--- config.mk ---
export PLATFORM = sky130hd
export DESIGN_NAME = power_button_sequencer_with_leds
export DESIGN_NICKNAME = d
export VERILOG_FILES = /design/src/sv/pbs_pkg.sv /design/src/sv/power_button_sequencer_with_leds.sv /design/src/sv/pbs_power_fsm.sv
export VERILOG_INCLUDE_DIRS = /design/src /design/src/sv
export SDC_FILE = /design/constraint.sdc
export NUM_CORES = 1
export LEC_CHECK = 0
export ABC_AREA = 1
export BUFFER_PORTS_ARGS = -buffer_cell sky130_fd_sc_hd__buf_2
export CAP_MARGIN = 10
export CORE_MARGIN = 2
export CORE_UTILIZATION = 49
export CTS_CLUSTER_DIAMETER = 50
export DETAILED_ROUTE_END_ITERATION = 16
export GPL_ROUTABILITY_DRIVEN = 0
export PLACE_DENSITY = 0.74
export SETUP_SLACK_MARGIN = 0.4
export SLEW_MARGIN = 5
export SYNTH_ARGS = -nofsm -noshare
export SYNTH_HDL_FRONTEND = slang
export SYNTH_SLANG_ARGS = --single-unit
--- constraint.sdc ---
create_clock -name clock -period 1.5 [get_ports clock]
set_input_delay 0 -clock clock [delete_from_list [all_inputs] [get_ports clock]]
set_output_delay 0 -clock clock [all_outputs]
set_load 0.01 [all_outputs]
--- src/sv/power_button_sequencer_with_leds_assert.svh ---
// Assertion macros shared by the power button sequencer RTL.
`ifndef POWER_BUTTON_SEQUENCER_WITH_LEDS_ASSERT_SVH
`define POWER_BUTTON_SEQUENCER_WITH_LEDS_ASSERT_SVH

`ifndef ASSERT_OFF
// Checked property that is ignored while reset is high.
`define PBS_ASSERT(lbl, clk, rst, prop, msg) \
   lbl: assert property (@(posedge clk) disable iff (rst) prop) else $error(msg);
// Checked property that also holds during reset.
`define PBS_ASSERT_ALWAYS(lbl, clk, prop, msg) \
   lbl: assert property (@(posedge clk) prop) else $error(msg);
`else
`define PBS_ASSERT(lbl, clk, rst, prop, msg)
`define PBS_ASSERT_ALWAYS(lbl, clk, prop, msg)
`endif

`endif

--- src/sv/pbs_pkg.sv ---
// Types and constants of the power button sequencer.
`timescale 1ns / 1ps

package pbs_pkg;

   localparam int LIMIT_W = 4;
   localparam int HOLD_W  = 5;

   localparam logic [LIMIT_W-1:0] ON_HOLD_RESET  = 4'd1;
   localparam logic [LIMIT_W-1:0] OFF_HOLD_RESET = 4'd3;

   // Tick kinds carried in tuser.
   localparam logic OP_POWER = 1'b0;
   localparam logic OP_LED   = 1'b1;

   // Configuration register indexes.
   localparam logic REG_ON_HOLD  = 1'b0;
   localparam logic REG_OFF_HOLD = 1'b1;

   // LED levels {local, link, wifi} while power is not on.
   localparam logic [2:0] LEDS_DARK = 3'b100;

   typedef enum logic [2:0] {
      MODE_IDLE  = 3'd0,
      MODE_PRON  = 3'd1,
      MODE_ON    = 3'd2,
      MODE_GAP   = 3'd3,
      MODE_PROFF = 3'd4,
      MODE_OFF   = 3'd5
   } mode_type;

   typedef struct packed {
      logic step;
      logic pressed;
   } fsm_ctl_type;

   typedef struct packed {
      mode_type mode_cur;
      mode_type mode_in;
      logic     enable_in;
   } fsm_status_type;

endpackage

--- src/sv/power_button_sequencer_with_leds.sv ---
// Top level of the push-button power sequencer with status LEDs.
`timescale 1ns / 1ps
`include "power_button_sequencer_with_leds_assert.svh"

// Push-button power sequencer with three status LEDs. Each transaction on the
// req_ channel is one tick: a power poll (tuser 0) samples the button level,
// an LED tick (tuser 1) samples the wifi and tcp link flags. Every tick yields
// exactly one rsp_ transaction carrying the power enable, the three LED levels
// and the power state after that tick. The block takes one transaction per
// clock cycle while rsp_tready does not hold it back; each tick passes through
// the input register and then the result register, with the state update done
// as it moves from one to the other. Hold limits are to be written through the
// csr_ port only while no tick is in flight; the block does not enforce this.
module power_button_sequencer_with_leds (
   input  logic                         clock,
   input  logic                         reset,
   input  logic                         req_tvalid,
   output logic                         req_tready,
   // [0] button_level, [1] wifi_linked, [2] tcp_linked, [7:3] zero
   input  logic [7:0]                   req_tdata,
   // [0] opcode
   input  logic [0:0]                   req_tuser,
   output logic                         rsp_tvalid,
   input  logic                         rsp_tready,
   // [0] power_enable, [1] wifi_led, [2] link_led, [3] board_led,
   // [6:4] power_state, [7] zero
   output logic [7:0]                   rsp_tdata,
   input  logic                         csr_we,
   input  logic                         csr_index,
   input  logic [pbs_pkg::LIMIT_W-1:0]  csr_wdata
);
   import pbs_pkg::*;

   logic [LIMIT_W-1:0] on_hold_limit_ff, off_hold_limit_ff;

   logic in_valid_ff;
   logic in_op_ff, in_button_ff, in_wifi_ff, in_tcp_ff;

   logic rsp_valid_ff;
   logic [7:0] rsp_data_ff;

   logic blink_ff, blink_in;
   logic wifi_led_ff, wifi_led_in;
   logic link_led_ff, link_led_in;
   logic board_led_ff, board_led_in;

   logic advance, process, accept;

   fsm_ctl_type    fsm_ctl;
   fsm_status_type fsm_status;

   // The input register moves on whenever the result register is free or drained.
   assign advance    = !rsp_valid_ff || rsp_tready;
   assign process    = in_valid_ff && advance;
   assign req_tready = !in_valid_ff || advance;
   assign accept     = req_tvalid && req_tready;

   always_ff @(posedge clock) begin
      if (reset) begin
         on_hold_limit_ff  <= ON_HOLD_RESET;
         off_hold_limit_ff <= OFF_HOLD_RESET;
      end else if (csr_we) begin
         unique case (csr_index)
            REG_ON_HOLD:  on_hold_limit_ff  <= csr_wdata;
            REG_OFF_HOLD: off_hold_limit_ff <= csr_wdata;
         endcase
      end
   end

   always_ff @(posedge clock) begin
      if (reset) begin
         in_valid_ff <= 1'b0;
      end else if (accept) begin
         in_valid_ff <= 1'b1;
      end else if (process) begin
         in_valid_ff <= 1'b0;
      end
   end

   always_ff @(posedge clock) begin
      if (accept) begin
         in_op_ff     <= req_tuser[0];
         in_button_ff <= req_tdata[0];
         in_wifi_ff   <= req_tdata[1];
         in_tcp_ff    <= req_tdata[2];
      end
   end

   assign fsm_ctl.step    = process && (in_op_ff == OP_POWER);
   assign fsm_ctl.pressed = in_button_ff;

   pbs_power_fsm u_power_fsm (
      .clock          (clock),
      .reset          (reset),
      .ctl            (fsm_ctl),
      .on_hold_limit  (on_hold_limit_ff),
      .off_hold_limit (off_hold_limit_ff),
      .status         (fsm_status)
   );

   // LED ticks see the power state as it stands; they never change it.
   always_comb begin
      blink_in     = blink_ff;
      wifi_led_in  = wifi_led_ff;
      link_led_in  = link_led_ff;
      board_led_in = board_led_ff;
      if (process && (in_op_ff == OP_LED)) begin
         case (fsm_status.mode_cur) inside
            MODE_ON, MODE_GAP, MODE_PROFF: begin
               wifi_led_in  = in_wifi_ff | blink_ff;
               link_led_in  = in_tcp_ff | ~blink_ff;
               board_led_in = blink_ff;
            end
            default: begin
               {board_led_in, link_led_in, wifi_led_in} = LEDS_DARK;
            end
         endcase
         blink_in = ~blink_ff;
      end
   end

   always_ff @(posedge clock) begin
      if (reset) begin
         blink_ff     <= 1'b0;
         wifi_led_ff  <= LEDS_DARK[0];
         link_led_ff  <= LEDS_DARK[1];
         board_led_ff <= LEDS_DARK[2];
      end else begin
         blink_ff     <= blink_in;
         wifi_led_ff  <= wifi_led_in;
         link_led_ff  <= link_led_in;
         board_led_ff <= board_led_in;
      end
   end

   always_ff @(posedge clock) begin
      if (reset) begin
         rsp_valid_ff <= 1'b0;
      end else if (advance) begin
         rsp_valid_ff <= process;
      end
   end

   always_ff @(posedge clock) begin
      if (process) begin
         rsp_data_ff <= {1'b0, fsm_status.mode_in, board_led_in, link_led_in,
                         wifi_led_in, fsm_status.enable_in};
      end
   end

   assign rsp_tvalid = rsp_valid_ff;
   assign rsp_tdata  = rsp_data_ff;

   `PBS_ASSERT(a_input_held_on_stall, clock, reset,
      (in_valid_ff && !advance) |=> in_valid_ff,
      "pending transaction dropped while the result side stalls")
   `PBS_ASSERT(a_blink_toggles, clock, reset,
      (process && in_op_ff == OP_LED) |=> (blink_ff != $past(blink_ff)),
      "blink flag did not toggle on an LED tick")
   `PBS_ASSERT(a_power_tick_keeps_blink, clock, reset,
      (process && in_op_ff == OP_POWER) |=> $stable(blink_ff),
      "power tick changed the blink flag")
   `PBS_ASSERT(a_dark_leds_when_off, clock, reset,
      (process && in_op_ff == OP_LED && (fsm_status.mode_cur == MODE_IDLE ||
       fsm_status.mode_cur == MODE_PRON || fsm_status.mode_cur == MODE_OFF))
       |=> (rsp_data_ff[3:1] == LEDS_DARK),
      "LEDs not dark outside the on states")

endmodule

--- src/sv/pbs_power_fsm.sv ---
// Power sequencing state machine with hold counter and enable latch.
`timescale 1ns / 1ps
`include "power_button_sequencer_with_leds_assert.svh"

module pbs_power_fsm (
   input  logic                         clock,
   input  logic                         reset,
   input  pbs_pkg::fsm_ctl_type         ctl,
   input  logic [pbs_pkg::LIMIT_W-1:0]  on_hold_limit,
   input  logic [pbs_pkg::LIMIT_W-1:0]  off_hold_limit,
   output pbs_pkg::fsm_status_type      status
);
   import pbs_pkg::*;

   mode_type          mode_ff, mode_in;
   logic [HOLD_W-1:0] hold_count_ff, hold_count_in;
   logic              enable_ff, enable_in;
   logic              on_more, off_more;

   // The button must stay down past the limit before the state moves on.
   assign on_more  = hold_count_ff <= {1'b0, on_hold_limit};
   assign off_more = hold_count_ff <= {1'b0, off_hold_limit};

   always_comb begin
      mode_in = mode_ff;
      if (ctl.step) begin
         unique case (mode_ff)
            MODE_IDLE: begin
               if (ctl.pressed) mode_in = MODE_PRON;
            end
            MODE_PRON: begin
               if (!ctl.pressed) mode_in = MODE_IDLE;
               else if (!on_more) mode_in = MODE_ON;
            end
            MODE_ON: begin
               if (!ctl.pressed) mode_in = MODE_GAP;
            end
            MODE_GAP: begin
               if (ctl.pressed) mode_in = MODE_PROFF;
            end
            MODE_PROFF: begin
               if (!ctl.pressed) mode_in = MODE_GAP;
               else if (!off_more) mode_in = MODE_OFF;
            end
            MODE_OFF: begin
               mode_in = MODE_OFF;
            end
            default: begin
               mode_in = MODE_IDLE;
            end
         endcase
      end
   end

   always_comb begin
      hold_count_in = hold_count_ff;
      enable_in     = enable_ff;
      if (ctl.step) begin
         unique case (mode_ff)
            MODE_IDLE: begin
               hold_count_in = ctl.pressed ? HOLD_W'(1) : '0;
            end
            MODE_PRON: begin
               if (ctl.pressed && on_more) begin
                  hold_count_in = hold_count_ff + HOLD_W'(1);
               end else begin
                  hold_count_in = '0;
               end
               if (ctl.pressed && !on_more) enable_in = 1'b1;
            end
            MODE_ON, MODE_GAP: begin
               hold_count_in = '0;
            end
            MODE_PROFF: begin
               if (ctl.pressed && off_more) begin
                  hold_count_in = hold_count_ff + HOLD_W'(1);
               end else begin
                  hold_count_in = '0;
               end
               if (ctl.pressed && !off_more) enable_in = 1'b0;
            end
            MODE_OFF: begin
               hold_count_in = '0;
               enable_in     = 1'b0;
            end
            default: begin
               hold_count_in = '0;
               enable_in     = 1'b0;
            end
         endcase
      end
   end

   always_ff @(posedge clock) begin
      if (reset) begin
         mode_ff       <= MODE_IDLE;
         hold_count_ff <= '0;
         enable_ff     <= 1'b0;
      end else begin
         mode_ff       <= mode_in;
         hold_count_ff <= hold_count_in;
         enable_ff     <= enable_in;
      end
   end

   assign status.mode_cur  = mode_ff;
   assign status.mode_in   = mode_in;
   assign status.enable_in = enable_in;

   `PBS_ASSERT(a_enable_only_when_on, clock, reset, enable_ff |-> (mode_ff == MODE_ON || mode_ff == MODE_GAP || mode_ff == MODE_PROFF), "power enable high outside the on states")
   `PBS_ASSERT(a_off_is_dark, clock, reset, (mode_ff == MODE_OFF) |-> !enable_ff, "power enable high in off state")
   `PBS_ASSERT(a_hold_only_pressing, clock, reset, (hold_count_ff != '0) |-> (mode_ff == MODE_PRON || mode_ff == MODE_PROFF), "hold count nonzero outside a pressing state")

endmodule
==> run_results.csv <==
group,metric,value,unit
status,status,"complete, but fails checks",
status,violations,"negative setup slack",
finish,seq_area,821,µm²
yosys,syn_area,1660,µm²
clock_network,numCtsBuffers,5,
grt,grtUsageTotal,0.222,
sta,finalHoldViolations,0,
yosys,synth.top_cells.by_area,"dfxtp_1 28%, edfxtp_1 20%, nand2_1 9.3%",
worst_setup_path,path_max_fanout,3,
yosys,avgSynthCellArea,8.15,µm²
finish,multi_input_area,1020,µm²
clock_network,cts_max_level,2,
placed_design,placed_area,1960,µm²
floorplanning,pin_count,29,
grt,grt_pass1_wl,6670,µm
finish,antenna_cells,0,
route,finalWirelength,4440,µm
floorplanning,die_area,3870,µm²
sta,setup_violations,10,
finish,final_area,2500,µm²
yosys,ys_warn_count,0,
yosys,yosys.area.top_type,"dfxtp_1",
worst_setup_path,r2r-start,"on_hold_limit_ff[3]",
yosys,synth_edf_count,11,
worst_setup_path,required,1.61,ns
yosys,synth_top_area_share,0.277,
power_and_ir_drop,p_leak,1.05,nW
floorplanning,coreArea,3280,µm²
yosys,async_reset_ff_frac,0,
worst_setup_path,ff2ff_path_depth,11,
worst_hold_path,whs_path_depth,2,
grt,first_global_vias,1564,
sta,fin_crit,1.62,ns
sta,rsz0062_at_grt,"yes",
worst_setup_path,critPathSlowestCell,"dfxtp_2",
floorplanning,num_rows,21,
yosys,yosys_most_used_dff,"dfxtp_1",
worst_setup_path,cp_top_family,"simple AND/OR/NAND/NOR gates",
worst_setup_path,cp_num_buf_inv,2,
yosys,synth.distinct_cells,26,
power_and_ir_drop,cellPowerDensity,843,nW/µm²
clock_network,max-clock-path-buffers,2,
finish,num-fill-cells,206,
floorplanning,die_w,62.2,µm
worst_setup_path,crit_path_start_kind,"flop",
run,cap_violations,0,
route,drc,0,
floorplanning,fp.dieH,62.2,µm
clock_network,cts_tree,"yes",
route,wl_per_cell,14.5,µm
worst_setup_path,crit_type,"flop to flop",
worst_setup_path,cp_num_cells,11,
route,vias,1578,
worst_setup_path,slowest_delay,0.35,ns
worst_hold_path,min_from,"reset",
worst_setup_path,rrSetupSlack,-0.12,ns
sta,setup_slack,-0.119,ns
clock_network,clock_latency,0.35,ns
yosys,ys_seq_area_frac,0.476,
worst_setup_path,cp-startpoint,"on_hold_limit_ff[3]",
yosys,ys_ff_latch,34,
power_and_ir_drop,irDropWorstVdd,590,µV
route,postRouteAntennaNets,0,
route,dr.pass1.iters,4,
sta,max_freq,0.618,GHz
worst_setup_path,cpMostUsedCell,"nand2_1",
finish,instances_no_fill,305,
sta,finalSetupTns,-0.778,ns
route,vias_per_cell,5.17,
finish,syn_to_final_growth,50.3,%
sta,skew,0.0119,ns
worst_setup_path,critical_path.cell_chain,"inv_2 -> ha_4 -> nand2_1 -> nand2_1 -> inv_1 -> nand3_4 -> nand2_4 -> nand2_4 -> nand3_2 -> nand2_1 -> nand2_1",
yosys,synthesis.nets,232,
clock_network,clock_sinks,34,
finish,drive_above_1_share,0.490,
placed_design,hpwl,2470,µm
floorplanning,start_util,0.506,
route,drtIter0Drc,79,
sta,min_period_over_period,1.08,
placed_design,numPlacedInstances,274,
grt,overflow,0,
worst_setup_path,cp.arrival,1.73,ns
placed_design,io_buffers,22,
clock_network,cts.reportedPaths.clkPinSlew,0.11,ns
clock_network,clock-root-buffer,"clkbuf_4",
yosys,synth_cells,204,
sta,final_max_slew_viol_count,0,
finish,num-nets-final,286,
worst_hold_path,hold_class,"primary input to flop",
grt,antenna_found_initial,0,
grt,grt_max_degree,16,
worst_setup_path,endpoint_kind,"flop",
[Yosys cell counts (2+ instances only)]
library cell / count
nor2_2: 2
ha_1: 9
nand2_2: 4
nor2_1: 10
nand3_1: 21
nand2_1: 41
o21bai_1: 2
nor2_4: 2
o211ai_1: 3
xor2_1: 2
edfxtp_1: 11
o21ai_0: 6
nand4_1: 3
inv_2: 3
inv_1: 32
dfxtp_1: 23
a21oi_1: 21
[worst register-to-register path: cells and delay by family, from the launching register on]
family                   cells  cell delay, ns
AND/OR/NAND/NOR              8            0.65
buffers and inverters        2            0.11
flip-flops                   1            0.35
adder cells (fa/ha/maj)      1            0.27
[placed cells by master (no fill, tap or decap), types with 3 or more instances in the layout]
master and count:
a21oi_1 16, buf_4 12, buf_2 22, o211ai_1 3
ha_1 3, buf_6 3, nor2_4 5, nand3_1 7
nor2_1 7, clkbuf_4 5, a21oi_2 5, o21ai_0 5
dfxtp_4 5, nand3_2 10, dlygate4sd3_1 11, nand2_2 9
nand2_4 4, nand3_4 5, nand4_1 3, nand2_1 32
dfxtp_2 9, dfxtp_1 9, ha_4 6, inv_1 17
edfxtp_1 11, inv_2 16
[worst paths after layout]
path | end
hold reg to reg | wifi_led_ff
setup / recovery | rsp_tdata[4]
hold / removal | u_power_fsm.enable_ff
setup reg to reg | rsp_tdata[4]
[timing repair]
item	CTS	global route
endpoints found under the hold margin	14	1
cloned	0	0
pin swaps	18	15
resized for setup	32	34
setup buffers	8	4
endpoints found under the setup margin	19	24
hold buffers	11	1
[sequential cells by signal, indices dropped and copies added (netlist names), 3 cells and up]
signal	cells
rsp_tdata	7
u_power_fsm.hold_count_ff	5
off_hold_limit_ff	4
on_hold_limit_ff	4
u_power_fsm.mode_ff	3
[final cells by class]
type                            instances  area share
Clock buffer                            5      0.0150
Clock inverter                          3      0.0256
Inverter                               35      0.0551
Multi-Input combinational cell        133       0.407
Sequential cell                        34       0.329
Tap cell                               46      0.0230
Timing Repair Buffer                   49       0.146
[power breakdown]
group / internal, mW / total (mW) / switching, mW
combinational: 0.118 / 0.277 / 0.159
sequential: 0.977 / 0.994 / 0.0171
clock: 0.513 / 0.835 / 0.322
total: 1.61 / 2.11 / 0.498
[through the flow]
stage	total power, mW	hold WS, ns	worst slack, ns	util
2_1_floorplan	1.14	0.0617	0.0527	-
5_1_grt	2.19	0.0262	-0.186	0.760
4_1_cts	2.06	0.0145	-0.0407	0.720
3_5_place_dp	1.19	0.179	-0.0755	0.597
3_3_place_gp	1.19	0.176	-0.0325	0.597
6_report	2.11	0.0295	-0.119	0.760
[routing by layer]
metal,GRT usage,vias to the layer above,share of wire
met5,0,-,0
met4,0.136,0,0.020
met3,0.0562,9,0.035
met2,0.383,38,0.54
met1,0.245,750,0.41
li1,-,781,-
[logic make-up after synthesis]
group,synth area share
DFF,0.476
other,0.00226
and+or+nand+nor,0.235
adders and majority gates,0.0678
AOI/OAI and AO/OA,0.117
xor gates and xnor gates,0.0158
buffers and inverters,0.0858
(Power assumes the default switching activity.)
